==> src/hdl/lpf_pkg.sv <==
// Package: shared widths, controller types and command/status structs for the factor block.
`timescale 1ns / 1ps

package lpf_pkg;

  localparam int WIDTH    = 32;
  localparam int FACTOR_W = WIDTH - 1;
  localparam int CNT_W    = $clog2(WIDTH);

  localparam logic [WIDTH-1:0] FIRST_DIV = WIDTH'(3);
  localparam logic [WIDTH-1:0] DIV_STEP  = WIDTH'(2);
  localparam logic [WIDTH-1:0] EVEN_RES  = WIDTH'(2);
  localparam logic [CNT_W-1:0] LAST_BIT  = CNT_W'(WIDTH - 1);

  typedef enum logic [2:0] {
    ST_IDLE,
    ST_CLASSIFY,
    ST_DIV,
    ST_CHECK,
    ST_FINISH
  } state_t;

  typedef enum logic [1:0] {
    RES_MAG,
    RES_TWO,
    RES_DIV
  } res_sel_t;

  typedef struct packed {
    logic     load;
    logic     div_start;
    logic     div_step;
    logic     next_div;
    logic     set_res;
    res_sel_t res_sel;
    logic     out_load;
  } cmd_t;

  typedef struct packed {
    logic m_lt2;
    logic m_even;
    logic div_last;
    logic q_lt_d;
    logic r_zero;
    logic out_free;
  } status_t;

endpackage

==> src/hdl/lpf_if.sv <==
// Interfaces: valid/ready channels for the input value and the factor result.
`timescale 1ns / 1ps

interface lpf_in_if;
  logic                                valid;
  logic                                ready;
  logic signed [lpf_pkg::WIDTH-1:0]    n_value;

  modport source (output valid, output n_value, input ready);
  modport sink   (input valid, input n_value, output ready);
endinterface

interface lpf_out_if;
  logic                                valid;
  logic                                ready;
  logic [lpf_pkg::FACTOR_W-1:0]        factor;

  modport source (output valid, output factor, input ready);
  modport sink   (input valid, input factor, output ready);
endinterface

==> src/hdl/least_prime_factor.sv <==
// Top level: least prime factor of a signed integer by trial division.
`timescale 1ns / 1ps

// This block takes one signed 32-bit value per transaction and returns the
// least prime factor of its magnitude as a 31-bit unsigned factor. Magnitudes
// 0 and 1 come back unchanged, even magnitudes give 2, and an odd magnitude is
// tried against 3, 5, 7, ... until a divisor divides it exactly or the quotient
// drops below the divisor, in which case the magnitude is prime and is returned.
// Items are processed one at a time. Zero, one and even values go from
// acceptance through classification straight to the result register. Each
// odd trial divisor costs a full run of the one-bit-per-cycle restoring
// divider followed by a check, so the search time grows with the divisor d
// at which the search ends; a 31-bit prime needs roughly 23170 trials. The
// divider is the one unit that sets the search time. The result sits in an
// output register, so a finished factor waiting on the downstream side does
// not hold off the next input transaction; the block only stalls in its final
// state if the previous result is still unclaimed.
// The block keeps no state between transactions.

module least_prime_factor (
  input  logic          clk,
  input  logic          rst_n,
  lpf_in_if.sink        in_if,
  lpf_out_if.source     out_if
);

  lpf_pkg::cmd_t    cmd;
  lpf_pkg::status_t st;

  // Sequencer: owns the input handshake and steps the datapath.
  lpf_ctrl u_ctrl (
    .clk      (clk),
    .rst_n    (rst_n),
    .in_valid (in_if.valid),
    .in_ready (in_if.ready),
    .st       (st),
    .cmd      (cmd)
  );

  // Datapath: magnitude, divisor, serial divider and the result register.
  lpf_dp u_dp (
    .clk       (clk),
    .rst_n     (rst_n),
    .cmd       (cmd),
    .st        (st),
    .n_value   (in_if.n_value),
    .out_valid (out_if.valid),
    .out_ready (out_if.ready),
    .factor    (out_if.factor)
  );

  // An accepted transaction keeps the block busy for at least the next cycle.
  a_busy_after_accept : assert property (@(posedge clk) disable iff (!rst_n)
    in_if.valid && in_if.ready |=> !in_if.ready)
    else $error("input accepted twice in consecutive cycles");

  // A result is written only into a free or draining output register.
  a_no_overwrite : assert property (@(posedge clk) disable iff (!rst_n)
    cmd.out_load |-> st.out_free)
    else $error("result register overwritten before it was taken");

  // The output valid only rises after the controller handed off a result.
  a_valid_from_load : assert property (@(posedge clk) disable iff (!rst_n)
    $rose(out_if.valid) |-> $past(cmd.out_load))
    else $error("output valid rose without a result hand-off");

  // Divider steps and divider restarts never coincide.
  a_div_cmd_excl : assert property (@(posedge clk) disable iff (!rst_n)
    !(cmd.div_step && cmd.div_start))
    else $error("divider step and restart issued together");

endmodule

==> src/hdl/lpf_dp.sv <==
// Datapath: magnitude, trial divisor, bit-serial restoring divider and output register.
`timescale 1ns / 1ps

module lpf_dp (
  input  logic                              clk,
  input  logic                              rst_n,
  input  lpf_pkg::cmd_t                     cmd,
  output lpf_pkg::status_t                  st,
  input  logic signed [lpf_pkg::WIDTH-1:0]  n_value,
  output logic                              out_valid,
  input  logic                              out_ready,
  output logic [lpf_pkg::FACTOR_W-1:0]      factor
);

  logic [lpf_pkg::WIDTH-1:0] m_r, m_nxt;
  logic [lpf_pkg::WIDTH-1:0] d_r, d_nxt;
  logic [lpf_pkg::WIDTH-1:0] quo_r, quo_nxt;
  logic [lpf_pkg::WIDTH-1:0] rem_r, rem_nxt;
  logic [lpf_pkg::WIDTH-1:0] res_r, res_nxt;
  logic [lpf_pkg::CNT_W-1:0] cnt_r, cnt_nxt;
  logic [lpf_pkg::FACTOR_W-1:0] factor_r, factor_nxt;
  logic                      out_valid_r, out_valid_nxt;
  logic [lpf_pkg::WIDTH:0]   trial;
  logic                      fits;
  logic [lpf_pkg::WIDTH-1:0] mag;

  // Two's complement magnitude; the most negative value maps to 2^(WIDTH-1).
  assign mag = n_value[lpf_pkg::WIDTH-1] ? (~n_value + lpf_pkg::WIDTH'(1)) : n_value;

  // One restoring division step: bring down the next dividend bit.
  assign trial = {rem_r, quo_r[lpf_pkg::WIDTH-1]};
  assign fits  = (trial >= {1'b0, d_r});

  always_comb begin
    m_nxt         = m_r;
    d_nxt         = d_r;
    quo_nxt       = quo_r;
    rem_nxt       = rem_r;
    cnt_nxt       = cnt_r;
    res_nxt       = res_r;
    factor_nxt    = factor_r;
    out_valid_nxt = out_valid_r;

    if (cmd.load) begin
      m_nxt = mag;
      d_nxt = lpf_pkg::FIRST_DIV;
    end
    if (cmd.next_div) begin
      d_nxt = d_r + lpf_pkg::DIV_STEP;
    end
    if (cmd.div_start) begin
      quo_nxt = m_r;
      rem_nxt = '0;
      cnt_nxt = '0;
    end else if (cmd.div_step) begin
      if (fits) begin
        rem_nxt = lpf_pkg::WIDTH'(trial - {1'b0, d_r});
      end else begin
        rem_nxt = trial[lpf_pkg::WIDTH-1:0];
      end
      quo_nxt = {quo_r[lpf_pkg::WIDTH-2:0], fits};
      cnt_nxt = cnt_r + lpf_pkg::CNT_W'(1);
    end
    if (cmd.set_res) begin
      case (cmd.res_sel)
        lpf_pkg::RES_TWO: res_nxt = lpf_pkg::EVEN_RES;
        lpf_pkg::RES_DIV: res_nxt = d_r;
        default:          res_nxt = m_r;
      endcase
    end
    if (out_valid_r && out_ready) begin
      out_valid_nxt = 1'b0;
    end
    if (cmd.out_load) begin
      out_valid_nxt = 1'b1;
      factor_nxt    = res_r[lpf_pkg::FACTOR_W-1:0];
    end
  end

  always_ff @(posedge clk) begin
    m_r      <= m_nxt;
    d_r      <= d_nxt;
    quo_r    <= quo_nxt;
    rem_r    <= rem_nxt;
    cnt_r    <= cnt_nxt;
    res_r    <= res_nxt;
    factor_r <= factor_nxt;
    if (!rst_n) begin
      out_valid_r <= 1'b0;
    end else begin
      out_valid_r <= out_valid_nxt;
    end
  end

  assign st.m_lt2    = (m_r[lpf_pkg::WIDTH-1:1] == '0);
  assign st.m_even   = ~m_r[0];
  assign st.div_last = (cnt_r == lpf_pkg::LAST_BIT);
  assign st.q_lt_d   = (quo_r < d_r);
  assign st.r_zero   = (rem_r == '0);
  assign st.out_free = ~out_valid_r | out_ready;

  assign out_valid = out_valid_r;
  assign factor    = factor_r;

endmodule

==> src/hdl/lpf_ctrl.sv <==
// Controller: sequences classification, trial divisions and the hand-off of each result.
`timescale 1ns / 1ps

module lpf_ctrl (
  input  logic               clk,
  input  logic               rst_n,
  input  logic               in_valid,
  output logic               in_ready,
  input  lpf_pkg::status_t   st,
  output lpf_pkg::cmd_t      cmd
);

  lpf_pkg::state_t state_r, state_nxt;

  always_comb begin
    state_nxt = state_r;
    unique case (state_r)
      lpf_pkg::ST_IDLE: begin
        if (in_valid) state_nxt = lpf_pkg::ST_CLASSIFY;
      end
      lpf_pkg::ST_CLASSIFY: begin
        if (st.m_lt2 || st.m_even) state_nxt = lpf_pkg::ST_FINISH;
        else                       state_nxt = lpf_pkg::ST_DIV;
      end
      lpf_pkg::ST_DIV: begin
        if (st.div_last) state_nxt = lpf_pkg::ST_CHECK;
      end
      lpf_pkg::ST_CHECK: begin
        if (st.q_lt_d || st.r_zero) state_nxt = lpf_pkg::ST_FINISH;
        else                        state_nxt = lpf_pkg::ST_DIV;
      end
      lpf_pkg::ST_FINISH: begin
        if (st.out_free) state_nxt = lpf_pkg::ST_IDLE;
      end
      default: state_nxt = lpf_pkg::ST_IDLE;
    endcase
  end

  always_comb begin
    cmd      = '0;
    cmd.res_sel = lpf_pkg::RES_MAG;
    in_ready = 1'b0;
    unique case (state_r)
      lpf_pkg::ST_IDLE: begin
        in_ready = 1'b1;
        cmd.load = in_valid;
      end
      lpf_pkg::ST_CLASSIFY: begin
        if (st.m_lt2) begin
          cmd.set_res = 1'b1;
          cmd.res_sel = lpf_pkg::RES_MAG;
        end else if (st.m_even) begin
          cmd.set_res = 1'b1;
          cmd.res_sel = lpf_pkg::RES_TWO;
        end else begin
          cmd.div_start = 1'b1;
        end
      end
      lpf_pkg::ST_DIV: begin
        cmd.div_step = 1'b1;
      end
      lpf_pkg::ST_CHECK: begin
        if (st.q_lt_d) begin
          cmd.set_res = 1'b1;
          cmd.res_sel = lpf_pkg::RES_MAG;
        end else if (st.r_zero) begin
          cmd.set_res = 1'b1;
          cmd.res_sel = lpf_pkg::RES_DIV;
        end else begin
          // Moving on to the next divisor also restarts the divider.
          cmd.next_div  = 1'b1;
          cmd.div_start = 1'b1;
        end
      end
      lpf_pkg::ST_FINISH: begin
        cmd.out_load = st.out_free;
      end
      default: begin
        cmd = '0;
      end
    endcase
  end

  always_ff @(posedge clk) begin
    if (!rst_n) begin
      state_r <= lpf_pkg::ST_IDLE;
    end else begin
      state_r <= state_nxt;
    end
  end

endmodule

==> src/flat_wrapper.sv <==
// flat-port wrapper written by rule: the top's interface ports become plain ports
module least_prime_factor_flat 
  (clk, rst_n, in_if_valid, in_if_n_value, in_if_ready, out_if_valid, out_if_factor, out_if_ready);
  lpf_in_if in_if_i ();
  lpf_out_if out_if_i ();
  input  logic clk;
  input  logic rst_n;
  input wire logic [$bits(in_if_i.valid)-1:0] in_if_valid;
  input wire logic [$bits(in_if_i.n_value)-1:0] in_if_n_value;
  output wire logic [$bits(in_if_i.ready)-1:0] in_if_ready;
  output wire logic [$bits(out_if_i.valid)-1:0] out_if_valid;
  output wire logic [$bits(out_if_i.factor)-1:0] out_if_factor;
  input wire logic [$bits(out_if_i.ready)-1:0] out_if_ready;
  assign in_if_i.valid = in_if_valid;
  assign in_if_i.n_value = in_if_n_value;
  assign in_if_ready = in_if_i.ready;
  assign out_if_valid = out_if_i.valid;
  assign out_if_factor = out_if_i.factor;
  assign out_if_i.ready = out_if_ready;
  least_prime_factor u_core (.clk(clk), .rst_n(rst_n), .in_if(in_if_i), .out_if(out_if_i));
endmodule
==> config.mk <==
export PLATFORM = sky130hd
export DESIGN_NAME = least_prime_factor_flat
export DESIGN_NICKNAME = d
export VERILOG_FILES = /design/src/hdl/lpf_pkg.sv /design/src/hdl/lpf_if.sv /design/src/hdl/least_prime_factor.sv /design/src/hdl/lpf_dp.sv /design/src/hdl/lpf_ctrl.sv /design/src/flat_wrapper.sv
export SDC_FILE = /design/constraint.sdc
export NUM_CORES = 1
export LEC_CHECK = 0
export BUFFER_PORTS_ARGS = -buffer_cell sky130_fd_sc_hd__buf_2
export CORE_MARGIN = 1.5
export CORE_UTILIZATION = 62
export CTS_CLUSTER_SIZE = 16
export DETAILED_ROUTE_END_ITERATION = 12
export MAX_ROUTING_LAYER = met4
export PLACE_DENSITY = 0.87
export SLEW_MARGIN = 20
export SYNTH_ARGS = -nofsm -noshare
export SYNTH_HDL_FRONTEND = slang
export SYNTH_SLANG_ARGS = --single-unit
==> constraint.sdc <==
create_clock -name clk -period 4.98 [get_ports clk]
set_input_delay 0.747 -clock clk [delete_from_list [all_inputs] [get_ports clk]]
set_output_delay 0.747 -clock clk [all_outputs]
set_load 0.02 [all_outputs]
==> run_results.csv, run 1 <==
group,metric,value,unit
floorplan,core,17800,um2
clocking,cts_buffer_depth,2,
run_status,status,"complete, no violations",
synth,synthesis.nets,1186,
detailed_routing,first_pass_iters,5,
sta,drv_slew,0,
detailed_routing,drtAntennaViolNets,0,
placed_design,place_congestion,0.948,
clocking,post_cts_resized,0,
cells_and_area,drive_above_1_share,14.9,%
detailed_routing,drt_iter0_drc,967,
sta,rsz0062_at_grt,"false",
power,leakage,0.00489,uW
power,ir_drop,280,uV
critical_path,worstPathArrival,4.29,ns
placed_design,place.detailed.instances,1353,
sta,relSlewSlack,40.9,%
sta,period_share,80.3,%
job,max-cap-violations,0,
detailed_routing,vias,8806,
worst_hold_path,hold_depth,0,
critical_path,worst_ep_required_time,5.27,ns
floorplan,start_util,63.0,%
sta,worst_pin_slew,0.877,ns
critical_path,max_stage_delay,0.52,ns
synth,syn_area,11200,um2
detailed_routing,wl_per_cell,20.0,um
clocking,cts-root-buf,"clkbuf_16",
detailed_routing,vias_per_cell,6.36,
detailed_routing,route.detailed.drc,0,
critical_path,crit_path_end_kind,"flip-flop",
detailed_routing,routed_wl,27700,um
clocking,clk_latency,0.44,ns
synth,synth_cell_types,66,
sta,final.setup.tns,0,ns
critical_path,path_cells,"inv_1, ha_1, a21oi_1, o211ai_1, a31oi_1, nand2_1, o31ai_1, a21boi_0, o32ai_4, buf_4, mux2i_1, o21ai_0",
power,comb_power_share,12.5,%
cells_and_area,finalNonFillerCells,1385,
power,p_int,2790,uW
synth,syn_avg_cell_area,10.4,um2
cells_and_area,nets,1249,
synth,seq_area_frac_synth,49.3,%
critical_path,critPathLaunchType,"flip-flop",
sta,setup_viol,0,
worst_hold_path,hold_path_class,"flip-flop to flip-flop",
power,switching_share,27.3,%
power,clkPwrFrac,36.0,%
placed_design,dpl.hpwl,19300,um
global_routing,grt_overflow_total,0,
synth,synth_flop_cell,"edfxtp_1",
cells_and_area,synthToLayoutAreaGrowth,10.8,%
clocking,cts_buffers,17,
sta,clock.fmax,250,MHz
synth,synth-seq-cells,198,
clocking,clk_pin_slew_worst_paths,0.08,ns
power,power_switching,1050,uW
synth,yosysWarningCount,0,
cells_and_area,diodes,0,
global_routing,grt_pass1_wl,44200,um
placed_design,port_buffers,68,
sta,finalHoldViolCount,0,
global_routing,grt_pass1_vias,8524,
sta,finClkSkew,0.00860,ns
critical_path,cp_max_fo,28,
floorplan,pin_count,69,
critical_path,crit_slowest_cell,"buf_4",
power,pwr-share-seq,51.5,%
worst_hold_path,worstHoldStart,"u_core.u_dp.res_r[18]$_DFFE_PP_",
worst_hold_path,hold-path-endpoint,"u_core.u_dp.factor[18]$_DFFE_PP_",
clocking,cts.sinks,198,
floorplan,rows,49,
synth,synth-async-reset-ratio,0,%
synth,synth-edff-count,157,
clocking,cts_tree,"built",
synth,syn_inst,1080,
critical_path,worstReg2RegStart,"u_core.u_dp.d_r[22]$_SDFFCE_PN0P_",
critical_path,worstReg2RegEnd,"u_core.u_dp.rem_r[15]$_SDFFE_PP0P_",
power,p_per_area,308,nW/um2
floorplan,dieArea,18900,um2
critical_path,rrSetupSlack,0.98,ns
critical_path,r2r_cells,12,
sta,fin_crit,4.00,ns
global_routing,grt_usage,31.8,%
global_routing,grt_max_degree,46,
floorplan,dieHeight,138,um
clocking,post_cts_buffers,0,
clocking,ctsHoldBuffers,0,
floorplan,die_w,138,um
clocking,h-tree-depth,4,
critical_path,path_class,"flip-flop to flip-flop",
global_routing,antenna_found_initial,0,
-- cell type report --
class	count	area, um2
Sequential cell	198	5540
Clock inverter	15	161
Multi-Input combinational cell	790	5400
Clock buffer	17	425
Inverter	55	206
Fill cell	1271	5390
Timing Repair Buffer	81	438
Tap cell	229	287
-- cell families after synthesis --
kind of cell             after synthesis  share of synthesized area (%)
AO/OA/AOI/OAI                        227                           12.4
XOR/XNOR                              89                           6.94
adder cells (fa/ha/maj)               70                           7.86
buffers and inverters                 92                           3.14
flip-flops                           198                           49.3
multiplexers                          58                           5.52
AND/OR/NAND/NOR                      346                           14.9
-- cells in the mapped netlist, types with 13 or more instances --
cell | instances | area (um2)
edfxtp_1 | 157 | 4710
nand2_1 | 150 | 563
o21ai_0 | 84 | 420
xnor2_1 | 74 | 648
ha_1 | 69 | 863
nor2_1 | 58 | 218
inv_1 | 55 | 206
a21oi_1 | 54 | 270
dfxtp_1 | 41 | 821
clkbuf_1 | 33 | 124
mux2_2 | 32 | 360
mux2i_1 | 26 | 260
nand3_1 | 24 | 120
nor4_1 | 22 | 138
nand4_1 | 17 | 106
o31ai_1 | 15 | 113
xor2_1 | 15 | 131
a21o_1 | 13 | 97.6
nor3_1 | 13 | 65.1
-- through the flow --
stage	setup WS [ns]	area, um2	util [%]	total power (uW)	hold WS, ns
2_1_floorplan	1.09	11200	-	2300	0.400
3_3_place_gp	0.883	11900	66.5	2440	0.401
3_5_place_dp	0.769	11900	66.5	2470	0.405
4_1_cts	1.06	12400	69.8	3830	0.418
5_1_grt	0.726	12400	69.8	3970	0.420
6_report	0.979	12400	69.8	3830	0.417
-- sequential cells by signal, indices dropped and copies added (netlist names) --
name and flops:
u_core.u_ctrl.state_r 3, u_core.u_dp.cnt_r 5, u_core.u_dp.d_r 31, u_core.u_dp.factor 31, u_core.u_dp.m_r 32, u_core.u_dp.out_valid 1
u_core.u_dp.quo_r 32, u_core.u_dp.rem_r 32, u_core.u_dp.res_r 31
-- worst max path at each step --
stage / cells after the start / end / slack, ns / start
after detailed placement: 10 / u_core.u_dp.m_r[29]$_DFFE_PP_ / 0.77 / in_if_n_value[3]
after global routing: 10 / u_core.u_dp.res_r[18]$_DFFE_PP_ / 0.73 / u_core.u_dp.d_r[13]$_SDFFCE_PN0P_
after floorplan: 9 / u_core.u_dp.res_r[0]$_DFFE_PP_ / 1.09 / u_core.u_dp.d_r[13]$_SDFFCE_PN0P_
after global placement: 10 / u_core.u_dp.m_r[29]$_DFFE_PP_ / 0.88 / in_if_n_value[3]
after CTS: 12 / u_core.u_dp.rem_r[15]$_SDFFE_PP0P_ / 1.06 / u_core.u_dp.d_r[22]$_SDFFCE_PN0P_
final: 12 / u_core.u_dp.rem_r[15]$_SDFFE_PP0P_ / 0.98 / u_core.u_dp.d_r[22]$_SDFFCE_PN0P_
-- layer usage --
metal,vias up,global-route usage [%],routed length [um]
met5,-,-,0
met4,0,14.2,1130
met3,81,6.29,2260
met2,467,51.7,13300
met1,4178,38.4,11000
li1,4080,-,-
-- power groups by stage --
stage          sequential (uW)  clock, uW  combinational [uW]
6_report                  1970       1380                 478
5_1_grt                   1980       1460                 526
4_1_cts                   1970       1390                 472
3_5_place_dp              2000          0                 463
3_3_place_gp              2000          0                 441
2_1_floorplan             1980          0                 323
-- cell usage in the layout, fill, tap and decap left out, types with 4 or more instances in the layout --
master     synthesis  routed
edfxtp_1         157     157
nand2_1          150     150
o21ai_0           84      84
xnor2_1           74      74
ha_1              69      69
buf_2              0      68
nor2_1            58      58
inv_1             55      54
a21oi_1           54      53
dfxtp_1           41      41
mux2_2            32      32
mux2i_1           26      26
nand3_1           24      24
nor4_1            22      22
nand4_1           17      17
clkbuf_16          0      17
o31ai_1           15      15
xor2_1            15      15
nor3_1            13      13
a21o_1            13      13
buf_4              0      13
and3_1             8       8
or3_1              8       8
a31oi_1            8       8
nor2b_1            8       7
or2_2              7       7
and2_1             7       7
o22ai_1            8       7
o21a_1             6       6
inv_8              0       5
o211ai_1           4       4
o21bai_1           4       4
or4_4              4       4
-- worst max-delay path, delay by kind of cell (launching register included) --
family | cells | cell delay [ns]
buf+inv | 2 | 0.77
fa+ha+maj | 1 | 0.37
simple gates | 1 | 0.07
mux | 1 | 0.25
compound gates | 7 | 1.92
flops | 1 | 0.45
Note: power is estimated with default switching activity, not from simulation.
==> run 2, diff against run 1 <==
--- a/config.mk
+++ b/config.mk
@@ -5,6 +5,7 @@
 export SDC_FILE = /design/constraint.sdc
 export NUM_CORES = 1
 export LEC_CHECK = 0
+export ABC_AREA = 1
 export BUFFER_PORTS_ARGS = -buffer_cell sky130_fd_sc_hd__buf_2
 export CORE_MARGIN = 1.5
 export CORE_UTILIZATION = 62
==> constraint.sdc (replaced) <==
create_clock -name clk -period 4.1 [get_ports clk]
set_input_delay 0.615 -clock clk [delete_from_list [all_inputs] [get_ports clk]]
set_output_delay 0.615 -clock clk [all_outputs]
set_load 0.02 [all_outputs]
==> run 2 against run 1 <==
Effect of this change: clock skew up 0.0075 ns; via count up 33%; critical path depth increased by 7; non-clock buffer count grew 2; core utilization is 0.18 points lower; highest routed layer unchanged; sequential share of layout area decreased by 5.2 points; setup slack got worse by 0.45 ns; count of clock-buffer cells in the layout unchanged; synthesized area grew 14%; fmax rose by 12%.
==> run_results.csv, run 2 <==
group,metric,value,unit
cells_and_area,top_regs,"u_core.u_dp.m_r: 32 flops, u_core.u_dp.quo_r: 32 flops, u_core.u_dp.rem_r: 32 flops",
synth,synth_flop_cell,"edfxtp_1",
sta,finClkSkew,0.0161,ns
sta,drv_slew,0,
power,finalPower,6110,uW
sta,period_share,87.2,%
synth,synthTopCellsByArea,"edfxtp_1 37%, nand2_1 15%, inv_1 7.4%, ha_1 6.7%, dfxtp_1 6.4%",
synth,seq_area_frac_synth,43.2,%
cells_and_area,drive_above_1_share,8.88,%
worst_hold_path,hold_path_class,"input pin to flip-flop",
clocking,cts_buffers,17,
global_routing,antenna_found_initial,0,
synth,synth-async-reset-ratio,0,%
power,p_per_area,434,nW/um2
power,leakage,0.00663,uW
clocking,post_cts_buffers,0,
floorplan,rows,52,
clocking,h-tree-depth,4,
sta,setup_viol,0,
critical_path,crit_slowest_cell,"ha_1",
clocking,clk_latency,0.46,ns
detailed_routing,wl_per_cell,17.7,um
floorplan,dieArea,21600,um2
cells_and_area,n_fill_cell,1624,
sta,worst_pin_slew,0.737,ns
cells_and_area,fin_area,14100,um2
job,max-cap-violations,0,
clocking,clk_pin_slew_worst_paths,0.08,ns
power,ir_drop,348,uV
sta,rsz0062_at_grt,"false",
synth,synth_cell_types,45,
cells_and_area,diodes,0,
cells_and_area,synthToLayoutAreaGrowth,9.84,%
critical_path,r2r_cells,19,
detailed_routing,vias_per_cell,5.83,
placed_design,pre_cts_ws,0.757,ns
floorplan,core,20200,um2
placed_design,place_congestion,0.974,
sta,fin_crit,3.57,ns
sta,relSlewSlack,50.7,%
critical_path,path_class,"flip-flop to flip-flop",
detailed_routing,first_pass_iters,6,
critical_path,critPathCapture,"u_core.u_dp.res_r[2]$_DFFE_PP_",
cells_and_area,final_common_cell,"nand2_1",
synth,synthesis.nets,1770,
run_status,status,"complete, no violations",
detailed_routing,routed_wl,35400,um
sta,worst_slack,0.526,ns
detailed_routing,vias,11700,
critical_path,cp_max_fo,18,
sta,finalHoldViolCount,0,
synth,yosys.cell_count.top_type,"nand2_1",
critical_path,critPathLaunch,"u_core.u_dp.d_r[1]$_SDFFCE_PN1P_",
critical_path,worstReg2RegEnd,"u_core.u_dp.res_r[2]$_DFFE_PP_",
critical_path,max_stage_delay,0.73,ns
global_routing,grt_pass1_wl,55600,um
synth,yosys.area.top_type,"edfxtp_1",
sta,final.setup.tns,0,ns
synth,synth-edff-count,157,
clocking,cts_buffer_depth,2,
synth,syn_avg_cell_area,7.70,um2
placed_design,dpl_cell_area,13400,um2
clocking,cts-root-buf,"clkbuf_16",
cells_and_area,final_cell_mix,"499 x nand2_1, 253 x inv_1, 157 x edfxtp_1",
global_routing,grt_usage,34.1,%
synth,synth_common_cells,"500 x nand2_1, 253 x inv_1, 157 x edfxtp_1",
critical_path,path_cells,"inv_1, ha_1, nand2_1, nand2_1, nand2_1, nand2_1, nand2_1, nand2_1, nand2_1, nand2_1, nand2_1, nand2_2, nand3_1, inv_1, ha_1, inv_1, nand2_1, buf_4, o21ai_0",
global_routing,grt_max_degree,63,
cells_and_area,fin_util,69.6,%
critical_path,critPathLaunchType,"flip-flop",
clocking,cts.sinks,198,
placed_design,port_buffers,68,
detailed_routing,drtAntennaViolNets,0,
global_routing,grt_pass1_vias,10800,
synth,yosysWarningCount,0,
critical_path,crit_path_end_kind,"flip-flop",
critical_path,worst_ep_required_time,4.28,ns
synth,syn_area,12800,um2
detailed_routing,drt_iter0_drc,1537,
worst_hold_path,hold_depth,1,
critical_path,path_common_cell,"nand2_1",
synth,yosysTopAreaCellShare,36.8,%
sta,clock.fmax,280,MHz
clocking,post_cts_resized,0,
clocking,cts_tree,"built",
critical_path,worstPathArrival,3.76,ns
floorplan,pin_count,69,
critical_path,worstReg2RegStart,"u_core.u_dp.d_r[1]$_SDFFCE_PN1P_",
cells_and_area,nets,1827,
global_routing,grt_overflow_total,0,
synth,synth-seq-cells,198,
clocking,ctsHoldBuffers,0,
floorplan,dieHeight,147,um
floorplan,die_w,147,um
placed_design,dpl.hpwl,25800,um
detailed_routing,route.detailed.drc,0,
synth,syn_inst,1664,
critical_path,rrSetupSlack,0.53,ns
floorplan,start_util,63.4,%
==> run 2: stage by stage <==
stage,hold slack [ns],cells
2_1_floorplan,0.400,1664
3_3_place_gp,0.407,1972
3_5_place_dp,0.405,1972
4_1_cts,0.358,2004
5_1_grt,0.362,2004
6_report,0.357,2004
==> run 2: critical path, delay by kind of cell, from the launching register on <==
family	cells	cell delay [ns]
buffers and inverters	4	0.58
flip-flops	1	0.55
AND/OR/NAND/NOR	12	0.95
AO/OA/AOI/OAI	1	0.14
adder cells (fa/ha/maj)	2	1.07
==> run 2: how the worst min path moves through the flow <==
stage | to | slack (ns) | from
final | u_core.u_dp.m_r[0]$_DFFE_PP_ | 0.36 | in_if_n_value[0]
after global routing | u_core.u_dp.m_r[0]$_DFFE_PP_ | 0.36 | in_if_n_value[0]
after CTS | u_core.u_dp.m_r[0]$_DFFE_PP_ | 0.36 | in_if_n_value[0]
after detailed placement | u_core.u_dp.factor[1]$_DFFE_PP_ | 0.41 | u_core.u_dp.res_r[1]$_DFFE_PP_
after global placement | u_core.u_dp.factor[1]$_DFFE_PP_ | 0.41 | u_core.u_dp.res_r[1]$_DFFE_PP_
after floorplan | u_core.u_dp.factor[0]$_DFFE_PP_ | 0.40 | u_core.u_dp.res_r[0]$_DFFE_PP_
==> run 2: area by class of cell <==
class | instances | area, um2 | share of cell area [%]
well taps | 270 | 338 | 2.40
clock buffers | 17 | 425 | 3.02
repair buffers | 83 | 465 | 3.31
clock inverters | 15 | 248 | 1.76
multi-input cells | 1166 | 6110 | 43.4
inverters | 255 | 957 | 6.80
flip-flops and latches | 198 | 5540 | 39.3
==> run 2: cells by family after synthesis <==
logic type,count (synthesis),synth area share [%]
AO/OA/AOI/OAI,113,4.85
XOR/XNOR,46,3.14
adder cells (fa/ha/maj),70,6.89
buffers and inverters,300,9.35
flip-flops,198,43.2
AND/OR/NAND/NOR,937,32.6
==> run 2: per-layer routing <==
| metal | up-vias | wire [um] | global-route usage [%] |
|---|---|---|---|
| li1 | 5571 | - | - |
| met1 | 5312 | 14400 | 45.3 |
| met2 | 703 | 16500 | 53.6 |
| met3 | 106 | 3320 | 4.10 |
| met4 | 0 | 1230 | 13.6 |
| met5 | - | 0 | - |
==> run 2: power breakdown <==
| part | internal (uW) | switching (uW) | total (uW) |
|---|---|---|---|
| clock | 1010 | 875 | 1890 |
| combinational | 486 | 1070 | 1560 |
| sequential | 2490 | 182 | 2670 |
| total | 3990 | 2130 | 6110 |
